<file path="src/assert_macros.svh">
// ----------------------------------------------------------------------------
// assert_macros.svh
// Concurrent assertion macros shared by the RTL; empty when SYNTHESIS is set.
// ----------------------------------------------------------------------------
`ifndef ASSERT_MACROS_SVH
`define ASSERT_MACROS_SVH

`ifndef SYNTHESIS
`define ASSERT_AT(lbl, clk_s, rst_s, prop, msg) \
    lbl: assert property (@(posedge clk_s) disable iff (!rst_s) (prop)) else $error(msg);
`define ASSERT_NEVER(lbl, clk_s, rst_s, expr, msg) \
    `ASSERT_AT(lbl, clk_s, rst_s, !(expr), msg)
`else
`define ASSERT_AT(lbl, clk_s, rst_s, prop, msg)
`define ASSERT_NEVER(lbl, clk_s, rst_s, expr, msg)
`endif

`endif

</file>
<file path="src/stl_pkg.sv">
// ----------------------------------------------------------------------------
// stl_pkg
// Types, codes and character class functions of the source token lexer.
// ----------------------------------------------------------------------------
package stl_pkg;

    localparam int unsigned NUM_SLOTS = 3;

    // result kinds
    localparam logic KIND_VALUE = 1'b0;
    localparam logic KIND_END   = 1'b1;

    // token types
    localparam logic [2:0] TT_PUNCT  = 3'd0;
    localparam logic [2:0] TT_OPER   = 3'd1;
    localparam logic [2:0] TT_SYMBOL = 3'd2;
    localparam logic [2:0] TT_STRING = 3'd3;
    localparam logic [2:0] TT_INT    = 3'd4;
    localparam logic [2:0] TT_FLOAT  = 3'd5;
    localparam logic [2:0] TT_EOF    = 3'd6;

    // number base codes
    localparam logic [1:0] BASE_BIN = 2'd0;
    localparam logic [1:0] BASE_OCT = 2'd1;
    localparam logic [1:0] BASE_DEC = 2'd2;
    localparam logic [1:0] BASE_HEX = 2'd3;

    localparam logic [4:0] NO_DIGIT = 5'd16;

    // characters with a role of their own
    localparam logic [7:0] CH_HASH   = 8'h23;
    localparam logic [7:0] CH_BSLASH = 8'h5C;
    localparam logic [7:0] CH_USCORE = 8'h5F;
    localparam logic [7:0] CH_DQUOTE = 8'h22;
    localparam logic [7:0] CH_SQUOTE = 8'h27;
    localparam logic [7:0] CH_NL     = 8'h0A;
    localparam logic [7:0] CH_DOT    = 8'h2E;
    localparam logic [7:0] CH_ZERO   = 8'h30;
    localparam logic [7:0] CH_B      = 8'h62;
    localparam logic [7:0] CH_X      = 8'h78;

    // operator buffer codes
    localparam logic [15:0] OPS_DOTDOT = 16'h2E2E;
    localparam logic [15:0] OPS_FULL   = 16'hFFFF;

    typedef struct packed {
        logic        kind;
        logic [7:0]  value_byte;
        logic [2:0]  token_type;
        logic [63:0] int_value;
        logic        conv_error;
        logic        last;
    } stl_res_t;

    typedef struct packed {
        stl_res_t [NUM_SLOTS-1:0] res;
        logic [1:0]               count;
    } stl_batch_t;

    typedef struct packed {
        logic room;
        logic one_left;
    } stl_qstat_t;

    function automatic stl_res_t mk_value(input logic [7:0] c);
        stl_res_t r;
        begin
            r            = '0;
            r.kind       = KIND_VALUE;
            r.value_byte = c;
            return r;
        end
    endfunction

    function automatic stl_res_t mk_end(input logic [2:0] tt, input logic [63:0] iv,
                                        input logic err);
        stl_res_t r;
        begin
            r            = '0;
            r.kind       = KIND_END;
            r.token_type = tt;
            r.int_value  = iv;
            r.conv_error = err;
            return r;
        end
    endfunction

    function automatic logic is_dec(input logic [7:0] c);
        return (c >= "0") && (c <= "9");
    endfunction

    function automatic logic is_alpha(input logic [7:0] c);
        return ((c >= "a") && (c <= "z")) || ((c >= "A") && (c <= "Z"));
    endfunction

    function automatic logic is_punct(input logic [7:0] c);
        logic p;
        begin
            case (c) inside
                "(", ")", "{", "}", "[", "]", ":", ",", ";", "?": p = 1'b1;
                default: p = 1'b0;
            endcase
            return p;
        end
    endfunction

    function automatic logic op_start(input logic [7:0] c);
        logic p;
        begin
            case (c) inside
                ".", "+", "-", "*", "/", "%", "&", "|", "^", "=", "<", ">", "!", "~":
                    p = 1'b1;
                default: p = 1'b0;
            endcase
            return p;
        end
    endfunction

    function automatic logic op_extends(input logic [15:0] ops, input logic [7:0] c);
        logic e;
        begin
            e = 1'b0;
            if (ops == OPS_DOTDOT) begin
                e = (c == CH_DOT);
            end else if (ops[15:8] == 8'h00) begin
                case (ops[7:0]) inside
                    "+": e = (c == "=") || (c == "+");
                    "-": e = (c == "=") || (c == "-") || (c == ">");
                    "=": e = (c == "=") || (c == ">");
                    "<": e = (c == "=") || (c == "<");
                    ">": e = (c == "=") || (c == ">");
                    ".": e = (c == CH_DOT);
                    "*", "/", "%", "&", "|", "^", "!", "~": e = (c == "=");
                    default: e = 1'b0;
                endcase
            end
            return e;
        end
    endfunction

    function automatic logic [7:0] decode_escape(input logic [7:0] c);
        logic [7:0] d;
        begin
            case (c)
                "a":     d = 8'd7;
                "b":     d = 8'd8;
                "f":     d = 8'd12;
                "n":     d = 8'd10;
                "r":     d = 8'd13;
                "t":     d = 8'd9;
                "v":     d = 8'd11;
                default: d = c;
            endcase
            return d;
        end
    endfunction

    // digit value in the given base, NO_DIGIT when the byte is not one
    function automatic logic [4:0] digit_of(input logic [7:0] c, input logic [1:0] code);
        logic [4:0] d;
        begin
            d = NO_DIGIT;
            if (is_dec(c)) begin
                d = 5'(c - 8'h30);
            end else if ((c >= "a") && (c <= "f")) begin
                d = 5'(c - 8'h57);
            end else if ((c >= "A") && (c <= "F")) begin
                d = 5'(c - 8'h37);
            end
            if ((code == BASE_BIN) && (d > 5'd1)) d = NO_DIGIT;
            if ((code == BASE_OCT) && (d > 5'd7)) d = NO_DIGIT;
            if ((code == BASE_DEC) && (d > 5'd9)) d = NO_DIGIT;
            return d;
        end
    endfunction

endpackage

</file>
<file path="src/stl_core.sv">
// ----------------------------------------------------------------------------
// stl_core
// Lexer state and the combinational step that turns one byte into its results.
// ----------------------------------------------------------------------------
module stl_core (
    input  logic               clk,
    input  logic               rst_n,
    input  logic               step,
    input  logic [7:0]         in_byte,
    input  logic               end_of_input,
    output stl_pkg::stl_batch_t batch
);

    localparam logic [2:0] M_IDLE = 3'd0;
    localparam logic [2:0] M_CMT  = 3'd1;
    localparam logic [2:0] M_SYM  = 3'd2;
    localparam logic [2:0] M_STR  = 3'd3;
    localparam logic [2:0] M_CHR  = 3'd4;
    localparam logic [2:0] M_NUM  = 3'd5;
    localparam logic [2:0] M_OPR  = 3'd6;

    logic [2:0]  mode_reg,  mode_next;
    logic        esc_reg,   esc_next;
    logic        az_reg,    az_next;
    logic [1:0]  base_reg,  base_next;
    logic        pt_reg,    pt_next;
    logic [63:0] acc_reg,   acc_next;
    logic        dseen_reg, dseen_next;
    logic        sat_reg,   sat_next;
    logic [8:0]  fc_reg,    fc_next;
    logic [15:0] ops_reg,   ops_next;

    stl_pkg::stl_res_t [stl_pkg::NUM_SLOTS-1:0] res;
    logic [1:0]  n_cnt;
    logic        rexam;
    logic        skip;
    logic [4:0]  dig;
    logic [67:0] scaled;
    logic [67:0] sum;
    stl_pkg::stl_res_t num_end;

    always_comb
    begin
        dig = stl_pkg::digit_of(in_byte, base_reg);
        case (base_reg)
            stl_pkg::BASE_BIN: scaled = {4'b0, acc_reg} << 1;
            stl_pkg::BASE_OCT: scaled = {4'b0, acc_reg} << 3;
            stl_pkg::BASE_DEC: scaled = ({4'b0, acc_reg} << 3) + ({4'b0, acc_reg} << 1);
            default:           scaled = {4'b0, acc_reg} << 4;
        endcase
        sum = scaled + 68'(dig);
        if (pt_reg) begin
            num_end = stl_pkg::mk_end(stl_pkg::TT_FLOAT, 64'd0, 1'b0);
        end else begin
            num_end = stl_pkg::mk_end(stl_pkg::TT_INT, acc_reg, !dseen_reg || sat_reg);
        end
    end

    always_comb
    begin
        mode_next  = mode_reg;
        esc_next   = esc_reg;
        az_next    = az_reg;
        base_next  = base_reg;
        pt_next    = pt_reg;
        acc_next   = acc_reg;
        dseen_next = dseen_reg;
        sat_next   = sat_reg;
        fc_next    = fc_reg;
        ops_next   = ops_reg;
        res        = '0;
        n_cnt      = 2'd0;
        rexam      = 1'b0;
        skip       = 1'b0;

        if (end_of_input) begin
            // close any pending token, then eof and back to the reset state
            case (mode_reg)
                M_SYM:
                begin
                    res[n_cnt] = stl_pkg::mk_end(stl_pkg::TT_SYMBOL, 64'd0, 1'b0);
                    n_cnt = n_cnt + 2'd1;
                end
                M_STR:
                begin
                    res[n_cnt] = stl_pkg::mk_end(stl_pkg::TT_STRING, 64'd0, 1'b0);
                    n_cnt = n_cnt + 2'd1;
                end
                M_CHR:
                begin
                    res[n_cnt] = stl_pkg::mk_end(stl_pkg::TT_INT, {56'd0, fc_reg[7:0]},
                                                 !fc_reg[8]);
                    n_cnt = n_cnt + 2'd1;
                end
                M_NUM:
                begin
                    res[n_cnt] = num_end;
                    n_cnt = n_cnt + 2'd1;
                end
                M_OPR:
                begin
                    res[n_cnt] = stl_pkg::mk_end(stl_pkg::TT_OPER, 64'd0, 1'b0);
                    n_cnt = n_cnt + 2'd1;
                end
                default: ;
            endcase
            res[n_cnt] = stl_pkg::mk_end(stl_pkg::TT_EOF, 64'd0, 1'b0);
            n_cnt = n_cnt + 2'd1;
            mode_next  = M_IDLE;
            esc_next   = 1'b0;
            az_next    = 1'b0;
            base_next  = stl_pkg::BASE_BIN;
            pt_next    = 1'b0;
            acc_next   = '0;
            dseen_next = 1'b0;
            sat_next   = 1'b0;
            fc_next    = '0;
            ops_next   = '0;
        end else begin
            case (mode_reg)
                M_CMT:
                begin
                    if (in_byte == stl_pkg::CH_NL) mode_next = M_IDLE;
                end
                M_SYM:
                begin
                    if (stl_pkg::is_alpha(in_byte) || stl_pkg::is_dec(in_byte) ||
                        (in_byte == stl_pkg::CH_USCORE)) begin
                        res[n_cnt] = stl_pkg::mk_value(in_byte);
                        n_cnt = n_cnt + 2'd1;
                    end else begin
                        res[n_cnt] = stl_pkg::mk_end(stl_pkg::TT_SYMBOL, 64'd0, 1'b0);
                        n_cnt = n_cnt + 2'd1;
                        rexam = 1'b1;
                    end
                end
                M_STR:
                begin
                    if (esc_reg) begin
                        esc_next = 1'b0;
                        res[n_cnt] = stl_pkg::mk_value(stl_pkg::decode_escape(in_byte));
                        n_cnt = n_cnt + 2'd1;
                    end else if (in_byte == stl_pkg::CH_BSLASH) begin
                        esc_next = 1'b1;
                    end else if (in_byte == stl_pkg::CH_DQUOTE) begin
                        res[n_cnt] = stl_pkg::mk_end(stl_pkg::TT_STRING, 64'd0, 1'b0);
                        n_cnt = n_cnt + 2'd1;
                        mode_next = M_IDLE;
                    end else begin
                        res[n_cnt] = stl_pkg::mk_value(in_byte);
                        n_cnt = n_cnt + 2'd1;
                    end
                end
                M_CHR:
                begin
                    // keep only the first decoded character
                    if (esc_reg) begin
                        esc_next = 1'b0;
                        if (!fc_reg[8]) fc_next = {1'b1, stl_pkg::decode_escape(in_byte)};
                    end else if (in_byte == stl_pkg::CH_BSLASH) begin
                        esc_next = 1'b1;
                    end else if (in_byte == stl_pkg::CH_SQUOTE) begin
                        res[n_cnt] = stl_pkg::mk_end(stl_pkg::TT_INT, {56'd0, fc_reg[7:0]},
                                                     !fc_reg[8]);
                        n_cnt = n_cnt + 2'd1;
                        mode_next = M_IDLE;
                        fc_next = '0;
                    end else begin
                        if (!fc_reg[8]) fc_next = {1'b1, in_byte};
                    end
                end
                M_NUM:
                begin
                    if (az_reg) begin
                        az_next = 1'b0;
                        if ((in_byte == stl_pkg::CH_B) || (in_byte == stl_pkg::CH_X)) begin
                            base_next  = (in_byte == stl_pkg::CH_B) ? stl_pkg::BASE_BIN
                                                                     : stl_pkg::BASE_HEX;
                            dseen_next = 1'b0;
                            skip       = 1'b1;
                        end
                    end
                    if (!skip) begin
                        if ((base_reg == stl_pkg::BASE_DEC) && !pt_reg &&
                            (in_byte == stl_pkg::CH_DOT)) begin
                            pt_next = 1'b1;
                        end else if (dig != stl_pkg::NO_DIGIT) begin
                            // saturate to all ones on overflow
                            if (|sum[67:64]) begin
                                acc_next = '1;
                                sat_next = 1'b1;
                            end else begin
                                acc_next = sum[63:0];
                            end
                            dseen_next = 1'b1;
                        end else begin
                            res[n_cnt] = num_end;
                            n_cnt = n_cnt + 2'd1;
                            rexam = 1'b1;
                        end
                    end
                end
                M_OPR:
                begin
                    if (stl_pkg::op_extends(ops_reg, in_byte)) begin
                        res[n_cnt] = stl_pkg::mk_value(in_byte);
                        n_cnt = n_cnt + 2'd1;
                        if (ops_reg[15:8] != 8'h00) begin
                            ops_next = stl_pkg::OPS_FULL;
                        end else begin
                            ops_next = {ops_reg[7:0], in_byte};
                        end
                    end else begin
                        res[n_cnt] = stl_pkg::mk_end(stl_pkg::TT_OPER, 64'd0, 1'b0);
                        n_cnt = n_cnt + 2'd1;
                        ops_next = '0;
                        rexam = 1'b1;
                    end
                end
                default: rexam = 1'b1;
            endcase

            // examine the byte again as the start of a new token
            if (rexam) begin
                mode_next = M_IDLE;
                if (in_byte == stl_pkg::CH_HASH) begin
                    mode_next = M_CMT;
                end else if (stl_pkg::is_punct(in_byte)) begin
                    res[n_cnt] = stl_pkg::mk_value(in_byte);
                    n_cnt = n_cnt + 2'd1;
                    res[n_cnt] = stl_pkg::mk_end(stl_pkg::TT_PUNCT, 64'd0, 1'b0);
                    n_cnt = n_cnt + 2'd1;
                end else if (in_byte == stl_pkg::CH_DQUOTE) begin
                    mode_next = M_STR;
                    esc_next  = 1'b0;
                end else if (in_byte == stl_pkg::CH_SQUOTE) begin
                    mode_next = M_CHR;
                    esc_next  = 1'b0;
                    fc_next   = '0;
                end else if (stl_pkg::op_start(in_byte)) begin
                    res[n_cnt] = stl_pkg::mk_value(in_byte);
                    n_cnt = n_cnt + 2'd1;
                    ops_next  = {8'h00, in_byte};
                    mode_next = M_OPR;
                end else if (stl_pkg::is_dec(in_byte)) begin
                    mode_next  = M_NUM;
                    pt_next    = 1'b0;
                    sat_next   = 1'b0;
                    dseen_next = 1'b1;
                    if (in_byte == stl_pkg::CH_ZERO) begin
                        az_next   = 1'b1;
                        base_next = stl_pkg::BASE_OCT;
                        acc_next  = '0;
                    end else begin
                        az_next   = 1'b0;
                        base_next = stl_pkg::BASE_DEC;
                        acc_next  = {60'd0, 4'(in_byte - stl_pkg::CH_ZERO)};
                    end
                end else if (stl_pkg::is_alpha(in_byte) || (in_byte == stl_pkg::CH_USCORE)) begin
                    res[n_cnt] = stl_pkg::mk_value(in_byte);
                    n_cnt = n_cnt + 2'd1;
                    mode_next = M_SYM;
                end
            end
        end

        for (int i = 0; i < stl_pkg::NUM_SLOTS; i++) begin
            res[i].last = (n_cnt != 2'd0) && (2'(i) == (n_cnt - 2'd1));
        end
        batch.res   = res;
        batch.count = n_cnt;
    end

    always_ff @(posedge clk or negedge rst_n)
    begin
        if (!rst_n) begin
            mode_reg  <= M_IDLE;
            esc_reg   <= 1'b0;
            az_reg    <= 1'b0;
            base_reg  <= stl_pkg::BASE_BIN;
            pt_reg    <= 1'b0;
            acc_reg   <= '0;
            dseen_reg <= 1'b0;
            sat_reg   <= 1'b0;
            fc_reg    <= '0;
            ops_reg   <= '0;
        end else if (step) begin
            mode_reg  <= mode_next;
            esc_reg   <= esc_next;
            az_reg    <= az_next;
            base_reg  <= base_next;
            pt_reg    <= pt_next;
            acc_reg   <= acc_next;
            dseen_reg <= dseen_next;
            sat_reg   <= sat_next;
            fc_reg    <= fc_next;
            ops_reg   <= ops_next;
        end
    end

endmodule

</file>
<file path="src/stl_outq.sv">
// ----------------------------------------------------------------------------
// stl_outq
// Result register: holds the results of one byte and hands them out in order.
// ----------------------------------------------------------------------------
module stl_outq (
    input  logic                clk,
    input  logic                rst_n,
    input  logic                load,
    input  stl_pkg::stl_batch_t batch,
    input  logic                take,
    output logic                valid,
    output stl_pkg::stl_res_t   head,
    output stl_pkg::stl_qstat_t stat
);

    stl_pkg::stl_res_t slot_reg [stl_pkg::NUM_SLOTS];
    logic [1:0] head_reg, head_next;
    logic [1:0] rem_reg,  rem_next;

    assign valid         = (rem_reg != 2'd0);
    assign head          = slot_reg[head_reg];
    // room when empty, or once the final result of the held byte is being transferred
    assign stat.room     = (rem_reg == 2'd0) || ((rem_reg == 2'd1) && take);
    assign stat.one_left = (rem_reg == 2'd1);

    always_comb
    begin
        head_next = head_reg;
        rem_next  = rem_reg;
        if (load) begin
            head_next = 2'd0;
            rem_next  = batch.count;
        end else if (take) begin
            head_next = head_reg + 2'd1;
            rem_next  = rem_reg - 2'd1;
        end
    end

    always_ff @(posedge clk or negedge rst_n)
    begin
        if (!rst_n) begin
            head_reg <= 2'd0;
            rem_reg  <= 2'd0;
        end else begin
            head_reg <= head_next;
            rem_reg  <= rem_next;
        end
    end

    always_ff @(posedge clk)
    begin
        if (load) begin
            for (int i = 0; i < stl_pkg::NUM_SLOTS; i++) begin
                slot_reg[i] <= batch.res[i];
            end
        end
    end

endmodule

</file>
<file path="src/source_token_lexer_unit.sv">
// ----------------------------------------------------------------------------
// source_token_lexer_unit
// Streaming lexer: one source byte in, up to three value/token-end results out.
// ----------------------------------------------------------------------------
//  channel   direction  handshake                  payload
//  byte      in         byte_valid / byte_stall    in_byte, end_of_input
//  result    out        result_valid / result_stall kind, value_byte, token_type,
//                                                  int_value, conv_error, last
//
//  A byte waits in the input register until the result register has room; one
//  step then updates the lexer state and fills the result register. A byte with
//  k results (k is 0 to 3) holds the result port until all are taken; bytes with
//  at most one result flow at one per cycle unless result_stall is high. The
//  single result port sets the rate. Reset clears the lexer to idle and empties
//  both registers. With the result side stalled, one more byte is still taken
//  into the input register.
// ----------------------------------------------------------------------------
`include "assert_macros.svh"

module source_token_lexer_unit (
    input  logic        clk,
    input  logic        rst_n,
    input  logic        byte_valid,
    output logic        byte_stall,
    input  logic [7:0]  in_byte,
    input  logic        end_of_input,
    output logic        result_valid,
    input  logic        result_stall,
    output logic        kind,
    output logic [7:0]  value_byte,
    output logic [2:0]  token_type,
    output logic [63:0] int_value,
    output logic        conv_error,
    output logic        last
);

    logic                in_vld_reg;
    logic [7:0]          in_byte_reg;
    logic                in_eoi_reg;
    logic                consume;
    logic                take;
    stl_pkg::stl_batch_t batch;
    stl_pkg::stl_res_t   head;
    stl_pkg::stl_qstat_t qstat;

    assign take       = result_valid && !result_stall;
    assign consume    = in_vld_reg && qstat.room;
    assign byte_stall = in_vld_reg && !qstat.room;

    always_ff @(posedge clk or negedge rst_n)
    begin
        if (!rst_n) begin
            in_vld_reg <= 1'b0;
        end else if (byte_valid && !byte_stall) begin
            in_vld_reg <= 1'b1;
        end else if (consume) begin
            in_vld_reg <= 1'b0;
        end
    end

    always_ff @(posedge clk)
    begin
        if (byte_valid && !byte_stall) begin
            in_byte_reg <= in_byte;
            in_eoi_reg  <= end_of_input;
        end
    end

    stl_core u_core (
        .clk          (clk),
        .rst_n        (rst_n),
        .step         (consume),
        .in_byte      (in_byte_reg),
        .end_of_input (in_eoi_reg),
        .batch        (batch)
    );

    stl_outq u_outq (
        .clk   (clk),
        .rst_n (rst_n),
        .load  (consume),
        .batch (batch),
        .take  (take),
        .valid (result_valid),
        .head  (head),
        .stat  (qstat)
    );

    assign kind       = head.kind;
    assign value_byte = head.value_byte;
    assign token_type = head.token_type;
    assign int_value  = head.int_value;
    assign conv_error = head.conv_error;
    assign last       = head.last;

    `ASSERT_AT(a_last_marks_final, clk, rst_n, result_valid |-> (last == qstat.one_left), "last flag out of step with held results")
    `ASSERT_AT(a_eof_is_last, clk, rst_n, (result_valid && kind && (token_type == stl_pkg::TT_EOF)) |-> last, "eof result not marked last")
    `ASSERT_NEVER(a_value_clean, clk, rst_n, result_valid && !kind && ((token_type != stl_pkg::TT_PUNCT) || (int_value != 64'd0) || conv_error), "value byte carries token fields")
    `ASSERT_AT(a_eoi_gives_result, clk, rst_n, (consume && in_eoi_reg) |=> result_valid, "end of input produced no result")

endmodule
</file>
<file path="config.mk">
export PLATFORM = sky130hd
export DESIGN_NAME = source_token_lexer_unit
export DESIGN_NICKNAME = d
export VERILOG_FILES = /design/src/stl_pkg.sv /design/src/stl_core.sv /design/src/stl_outq.sv /design/src/source_token_lexer_unit.sv
export VERILOG_INCLUDE_DIRS = /design/src /design/src/src
export SDC_FILE = /design/constraint.sdc
export NUM_CORES = 1
export LEC_CHECK = 0
export BUFFER_PORTS_ARGS = -buffer_cell sky130_fd_sc_hd__buf_2
export CORE_AREA = 2 2 189 191
export CTS_BUF_LIST = sky130_fd_sc_hd__clkbuf_4 sky130_fd_sc_hd__clkbuf_8
export DETAILED_ROUTE_END_ITERATION = 16
export DIE_AREA = 0 0 191 193
export MAX_ROUTING_LAYER = met4
export PLACE_DENSITY = 0.78
export SETUP_SLACK_MARGIN = 0.05
export SYNTH_ARGS = -nofsm -noshare
export SYNTH_HDL_FRONTEND = slang
export SYNTH_SLANG_ARGS = --single-unit
</file>
<file path="constraint.sdc">
create_clock -name clk -period 19.9 [get_ports clk]
set_clock_uncertainty 0.2 [all_clocks]
set_input_delay 2.985 -clock clk [delete_from_list [all_inputs] [get_ports clk]]
set_output_delay 2.985 -clock clk [all_outputs]
set_load 0.03 [all_outputs]
</file>
; ---- Word-level counts from Yosys, hierarchy flattened
; Memory sizes are Yosys's and may differ from the RTL's.
; Index checks and enable logic that the tools add are counted.
[op_classes]
add_sub_neg = 11
multipliers = 0
n_div = 0
order_cmp = 17
n_eq_ne = 73
shift = 0
muxes = 225
n_bitwise = 6
n_reduce_logical = 58
[ops]
columns = op, n
row1 = 234-bit 2-to-1 mux, 9
row2 = 78-bit 2-to-1 mux, 16
row3 = 64-bit 2-to-1 mux, 13
row4 = 78-bit case mux with 5 select lines, 2
row5 = 78-bit demux with 2-bit select, 3
row6 = 8-bit by 6-bit equality test with 1-bit output (second input constant), 32
row7 = 234-bit bitwise mux, 1
row8 = 231-bit bitwise AND, 1
row9 = 231-bit NOT, 1
row10 = 75-bit by 225-bit bitwise AND with 225-bit output, 1
row11 = 225-bit NOT, 1
row12 = 68-bit case mux with 3 select lines, 1
row13 = 8-bit by 7-bit equality test with 1-bit output (second input constant), 20
row14 = 16-bit 2-to-1 mux, 10
row15 = 1-bit 2-to-1 mux, 97
row16 = 9-bit 2-to-1 mux, 10
row17 = 67-bit by 65-bit adder with 68-bit output, 1
row18 = 68-bit by 5-bit adder with 68-bit output, 1
row19 = 2-bit 2-to-1 mux, 34
row20 = 67-bit 2-to-1 mux, 1
row21 = 8-bit case mux with 7 select lines, 1
row22 = 3-bit 2-to-1 mux, 15
row23 = 8-bit by 7-bit <= comparator with 1-bit output (second input constant), 4
row24 = 5-bit 2-to-1 mux, 6
row25 = 46 further kinds, 109
[word_totals]
reg_bits = 113
latch_bits = 0
ramBits = 234
mem_bits_ro = 0
input_bits = 13
out_inout_bits = 80
word_cells = 406
memories = 1
[mem_list]
columns = name, words, word_bits, rd, rd_ports_with_merged_regs, write_ports, line
row1 = u_outq.slot_reg, 3, 78, 1, 0, 3, stl_outq.sv:16  ; stl_pkg::stl_res_t slot_reg [stl_pkg::NUM_SLOTS];

; ---- Logic depth before layout (Yosys ltp)
[logic_depth]
word_depth = 36
ltp_mapped = 30
depth_no_buf = 26

; ---- Hierarchy
; From an unflattened synthesis, not the netlist that was laid out.
[hier_totals]
hier_cells = 2747
area_unflattened_um2 = 25102.8
[by_module_without_submodules]
columns = mod, instances, cells_each, area_per_inst_um2, seq_area_each_um2
row1 = stl_core, 1, 2213, 15776.4, 2477.4
row2 = stl_outq, 1, 518, 8986.1, 7126.8
row3 = source_token_lexer_unit, 1, 16, 340.3, 295.3

; ---- Worst setup path before layout
; OpenSTA, ideal clock, no wires.
[synth_timing]
kind = input to register
start = in result_stall
end = reg u_core.fc_reg[7]
setup_ns = 0.143
t_arrival_ns = 6.666
setup_slack_ns = 12.891
path_stages = 8
cell_sequence = inv_1 a21oi_1 nand2b_1 inv_2 clkbuf_1 o21ai_0 nand2_1 o31ai_1
[synth_via]
elab_chain_cells = 5
[synth_lines]
columns = item, line
row1 = start: declaration, source_token_lexer_unit.sv:28  ; input logic result_stall,
row2 = 1-bit zero test, source_token_lexer_unit.sv:46  ; assign take = result_valid && !result_stall;
row3 = 1-bit logical AND, source_token_lexer_unit.sv:46
row4 = 1-bit logical AND, stl_outq.sv:23  ; assign stat.room = (rem_reg == 2'd0) || ((rem_reg == 2'd1) && take);
row5 = 1-bit logical OR, stl_outq.sv:23
row6 = 1-bit logical AND, source_token_lexer_unit.sv:47  ; assign consume = in_vld_reg && qstat.room;
row7 = named net consume, source_token_lexer_unit.sv:40  ; logic consume;
row8 = end signal: assignment, stl_core.sv:296  ; fc_reg <= fc_next;
row9 = end: declaration, stl_core.sv:30  ; logic [8:0] fc_reg, fc_next;
; The timed path passes the listed nets, and every way through them passes these cells.
; A chain may end at the register's enable or synchronous reset.

; ---- Final worst setup path
[layout_timing]
start = reg in_byte_reg[1]
end = reg u_core.acc_reg[58]
[layout_via]
elab_chain_cells = 29
word_cells_on_any_way = 119
classes_between = 4 x add/sub / 11 x order compare / 31 x eq/ne / 52 x mux / 21 x reduce/logical
[layout_lines]
columns = item, line
row1 = start: declaration, source_token_lexer_unit.sv:38  ; logic [7:0] in_byte_reg;
row2 = start signal: assignment, source_token_lexer_unit.sv:64  ; in_byte_reg <= in_byte;
row3 = 8-bit by 7-bit >= comparator with 1-bit output / 8-bit by 7-bit <= comparator with 1-bit output (equally long branches), "stl_pkg.sv:93, stl_pkg.sv:167"
row4 = 1-bit logical AND, stl_pkg.sv:167  ; end else if ((c >= "A") && (c <= "F")) begin
row5 = 5-bit 2-to-1 mux, stl_pkg.sv:167
row6 = 5-bit 2-to-1 mux, stl_pkg.sv:165  ; end else if ((c >= "a") && (c <= "f")) begin
row7 = 5-bit 2-to-1 mux, stl_pkg.sv:163  ; if (is_dec(c)) begin
row8 = 5-bit by 1-bit greater-than comparator with 1-bit output, stl_pkg.sv:170  ; if ((code == BASE_BIN) && (d > 5'd1)) d = NO_DIGIT;
row9 = 1-bit logical AND, stl_pkg.sv:170
row10 = 5-bit 2-to-1 mux, stl_pkg.sv:170
row11 = (+13 left out), n/a
row12 = 64-bit 2-to-1 mux, stl_core.sv:245  ; end else if (stl_pkg::is_dec(in_byte)) begin
row13 = 64-bit 2-to-1 mux, stl_core.sv:240  ; end else if (stl_pkg::op_start(in_byte)) begin
row14 = 64-bit 2-to-1 mux, stl_core.sv:236  ; end else if (in_byte == stl_pkg::CH_SQUOTE) begin
row15 = 64-bit 2-to-1 mux, stl_core.sv:233  ; end else if (in_byte == stl_pkg::CH_DQUOTE) begin
row16 = 64-bit 2-to-1 mux, stl_core.sv:228  ; end else if (stl_pkg::is_punct(in_byte)) begin
row17 = 64-bit 2-to-1 mux, stl_core.sv:226  ; if (in_byte == stl_pkg::CH_HASH) begin
row18 = 64-bit 2-to-1 mux (*), stl_core.sv:224  ; if (rexam) begin
row19 = 64-bit 2-to-1 mux (*), stl_core.sv:76  ; if (end_of_input) begin
row20 = end signal: assignment, stl_core.sv:293  ; acc_reg <= acc_next;
row21 = end: declaration, stl_core.sv:27  ; logic [63:0] acc_reg, acc_next;
; Every way passes the cells marked *; elsewhere a longest branch is shown, timed or not. The select of a mux whose other input is x is not followed.

==> summary.md <==
| Metric | Value |
|---|---|
| GRT busiest layer | met2 |
| Ys async rst share | 51.0% |
| H-tree depth | 1 |
| Fin. Hold Viols | 0 |
| DP HPWL | 49200 um |
| MaxCap Viol Count | 0 |
| Multi-input gate area | 0.0124 mm^2 |
| Hold Buf Count CTS | 0 |
| Yosys cell types | 101 |
| Routed wire length | 67000 um |
| Pwr/cell area | 98.6 mW/mm^2 |
| Ys flop type | dfrtp_1 |
| Crit end category | flop |
| Area share of the leading cell type in the synthesized netlist | 15.9% |
| Pre-CTS setup slack | 11.79 ns |
| CP startpoint kind | flop |
| Layout Utilization | 57.5% |
| Clock Latency Late Sink | 0.61 ns |
| Fin crit share | 42.6% |
| Synth warnings | 0 |
| Seq/Total Area, Yosys | 29.8% |
| Vias | 19.2k |
| Starting density of the core | 53.8% |
| Layout fillers | 3158 |
| # rows | 69 |
| Outcome | finished, final reports clean |
| CTS sink cnt | 204 |
| Dominant cell type by area after synthesis | edfxtp_1 |
| Die height | 193 um |
| Yosys reg bits | 204 |
| Vias in the first global route | 18.2k |
| Hold Path Class | flop to flop |
| Crit path from | in_byte_reg[1] |
| Area contributors post-synth | edfxtp_1 (16%), dfrtp_1 (14%), and2_1 (4.9%), nand2_1 (4.9%), ha_1 (4.9%) |
| ANT nets after route | 0 |
| Measured slew at the worst slew-check pin | 1.13 ns |
| Vias per Instance | 6.90 |
| CTS Buf Count | 31 |
| Crit path max-delay cell type | a31oi_1 |
| Diode count | 0 |
| Max-slew violations | 0 |
| EDFF count, synth | 100 |
| Nets | 2387 |
| Ports | 93 |
| Top post-synthesis cells by count | nand2_1 (245), nor2_1 (202), a21oi_1 (176), and2_1 (148), o21ai_0 (118) |
| Gr usage total | 37.1% |
| TritonCTS clock tree | yes |
| RSZ-0062 raised after global routing | false |
| IR drop worst, VDD | 0.152 mV |
| Slew headroom | 24.7% |
| # DRC | 0 |
| Post-CTS Resized | 0 |
| Wire per inst | 24.1 um |
| Sequential cell area | 0.00561 mm^2 |
| Pleak | 8.07 nW |
| IO buf count | 92 |
| Synth Cell Area | 0.0188 mm^2 |
| Initial antenna violation count | 0 |
| Max FFs per register | 91 |
| CP max FO | 33 |
| Syn Nets | 2394 |
| Hold Crit Start | u_core.ops_reg[15] |
| Final setup margin | 11.42 ns |
| Met3 Resource Use GR | 4.47% |
| Root Buffer | clkbuf_8 |
| Hold Slack | 0.294 ns |
| Iter 0 DRT Violations | 2287 |
| Clock power frac | 20.6% |
| Crit path max-delay family | compound AO/OA/AOI/OAI gates |
| Area of the core | 0.0350 mm^2 |
| GR Overflow Total | 0 |
| Net load switching power | 0.916 mW |
| Largest net degree at the start of global routing | 77 |
| Layout area overhead | 6.83% |
| DR pass1 iterations | 6 |
| Die X | 191 um |
| Fin cells | 2785 |
| Mean Syn Cell Area | 8.16 um^2 |
| Switch share | 46.2% |
| Grt met2 use | 58.3% |
| Max Fclk | 0.118 GHz |
| Setup CP Type | flop to flop |
| Worst flop-to-flop path startpoint | in_byte_reg[1] |
| Combinational power share | 45.3% |
| Tmin final | 8.48 ns |
| Inst Count DP | 2727 |
| Synth Instances | 2306 |
| CTS max path bufs | 3 |
| WP buf/inv | 3 |
| Share of cells above drive strength 1 | 10.0% |
| Max incr delay on CP | 0.78 ns |
| Met1 usage | 46.5% |
| Arrival @ worst endpoint | 8.76 ns |
| Placer Congestion | 1.04 |
| Clock slew at reported path FFs | 0.07 ns |
| Setup TNS | 0 ns |
| Final Setup Violations | 0 |
| Die area | 0.0369 mm^2 |
| Post-CTS Setup Inserts | 0 |
| WP data required | 20.18 ns |
| Internal power | 1.07 mW |
| Reg power frac | 34.1% |
| First-pass GRT wire length | 104000 um |
| Top-count cell post-synth | nand2_1 |
## logic make-up (layout without fill, tap and decap cells)
logic type	count (synthesis)	in the layout	synth area share [%]
fa+ha+maj	75	75	5.06
xor+xnor	94	94	4.37
compound gates	717	717	26.3
mux	63	63	4.01
flops	204	204	29.8
simple gates	959	959	26.0
other cells	1	1	0.0199
buf+inv	193	211	4.47
## per-layer routing
| layer | routed length, um | up-vias |
|---|---|---|
| met5 | 0 | - |
| met4 | 4220 | 0 |
| met3 | 5870 | 249 |
| met2 | 30800 | 1136 |
| met1 | 26200 | 9165 |
| li1 | - | 8663 |
## final cells by class
cell class | instances | area share [%]
Inverter | 41 | 0.778
Sequential cell | 204 | 27.9
Timing Repair Buffer | 112 | 3.05
Tap cell | 461 | 2.87
Clock buffer | 46 | 2.84
Multi-Input combinational cell | 1909 | 61.7
Clock inverter | 12 | 0.846
## cell usage in the layout, fill, tap and decap left out, drive strengths merged, types with 58 or more instances in the layout
master,netlist,layout
o21ai,138,138
a21oi,178,178
nor3,58,58
buf,62,112
dfrtp,104,104
and2,148,148
edfxtp,100,100
ha,73,73
nor2,202,202
a221o,60,60
nand2,245,245
## power by group through the flow
stage | clock (mW) | combinational (mW) | sequential [mW]
global route | 0.432 | 0.971 | 0.686
detailed placement | 0 | 0.882 | 0.681
global placement | 0 | 0.873 | 0.677
CTS | 0.413 | 0.886 | 0.673
finish | 0.409 | 0.898 | 0.676
floorplan | 0 | 0.672 | 0.622
## stage by stage
stage / area [um^2] / power [mW]
2_1_floorplan: 18800 / 1.29
3_3_place_gp: 19400 / 1.55
3_5_place_dp: 19400 / 1.56
4_1_cts: 20100 / 1.97
5_1_grt: 20100 / 2.09
6_report: 20100 / 1.98
## final timing paths
path	end	depth (start not counted)	slack (ns)
setup reg to reg	u_core.acc_reg[58]	25	11.42
hold reg to reg	u_core.ops_reg[15]	1	0.29
hold / removal	u_core.ops_reg[15]	1	0.29
max in group asynchronous	u_core.base_reg[1]	2	15.92
min in group asynchronous	u_core.ops_reg[10]	1	2.11
setup / recovery	u_core.acc_reg[58]	25	11.42
Note: power is estimated with default switching activity, not from simulation.
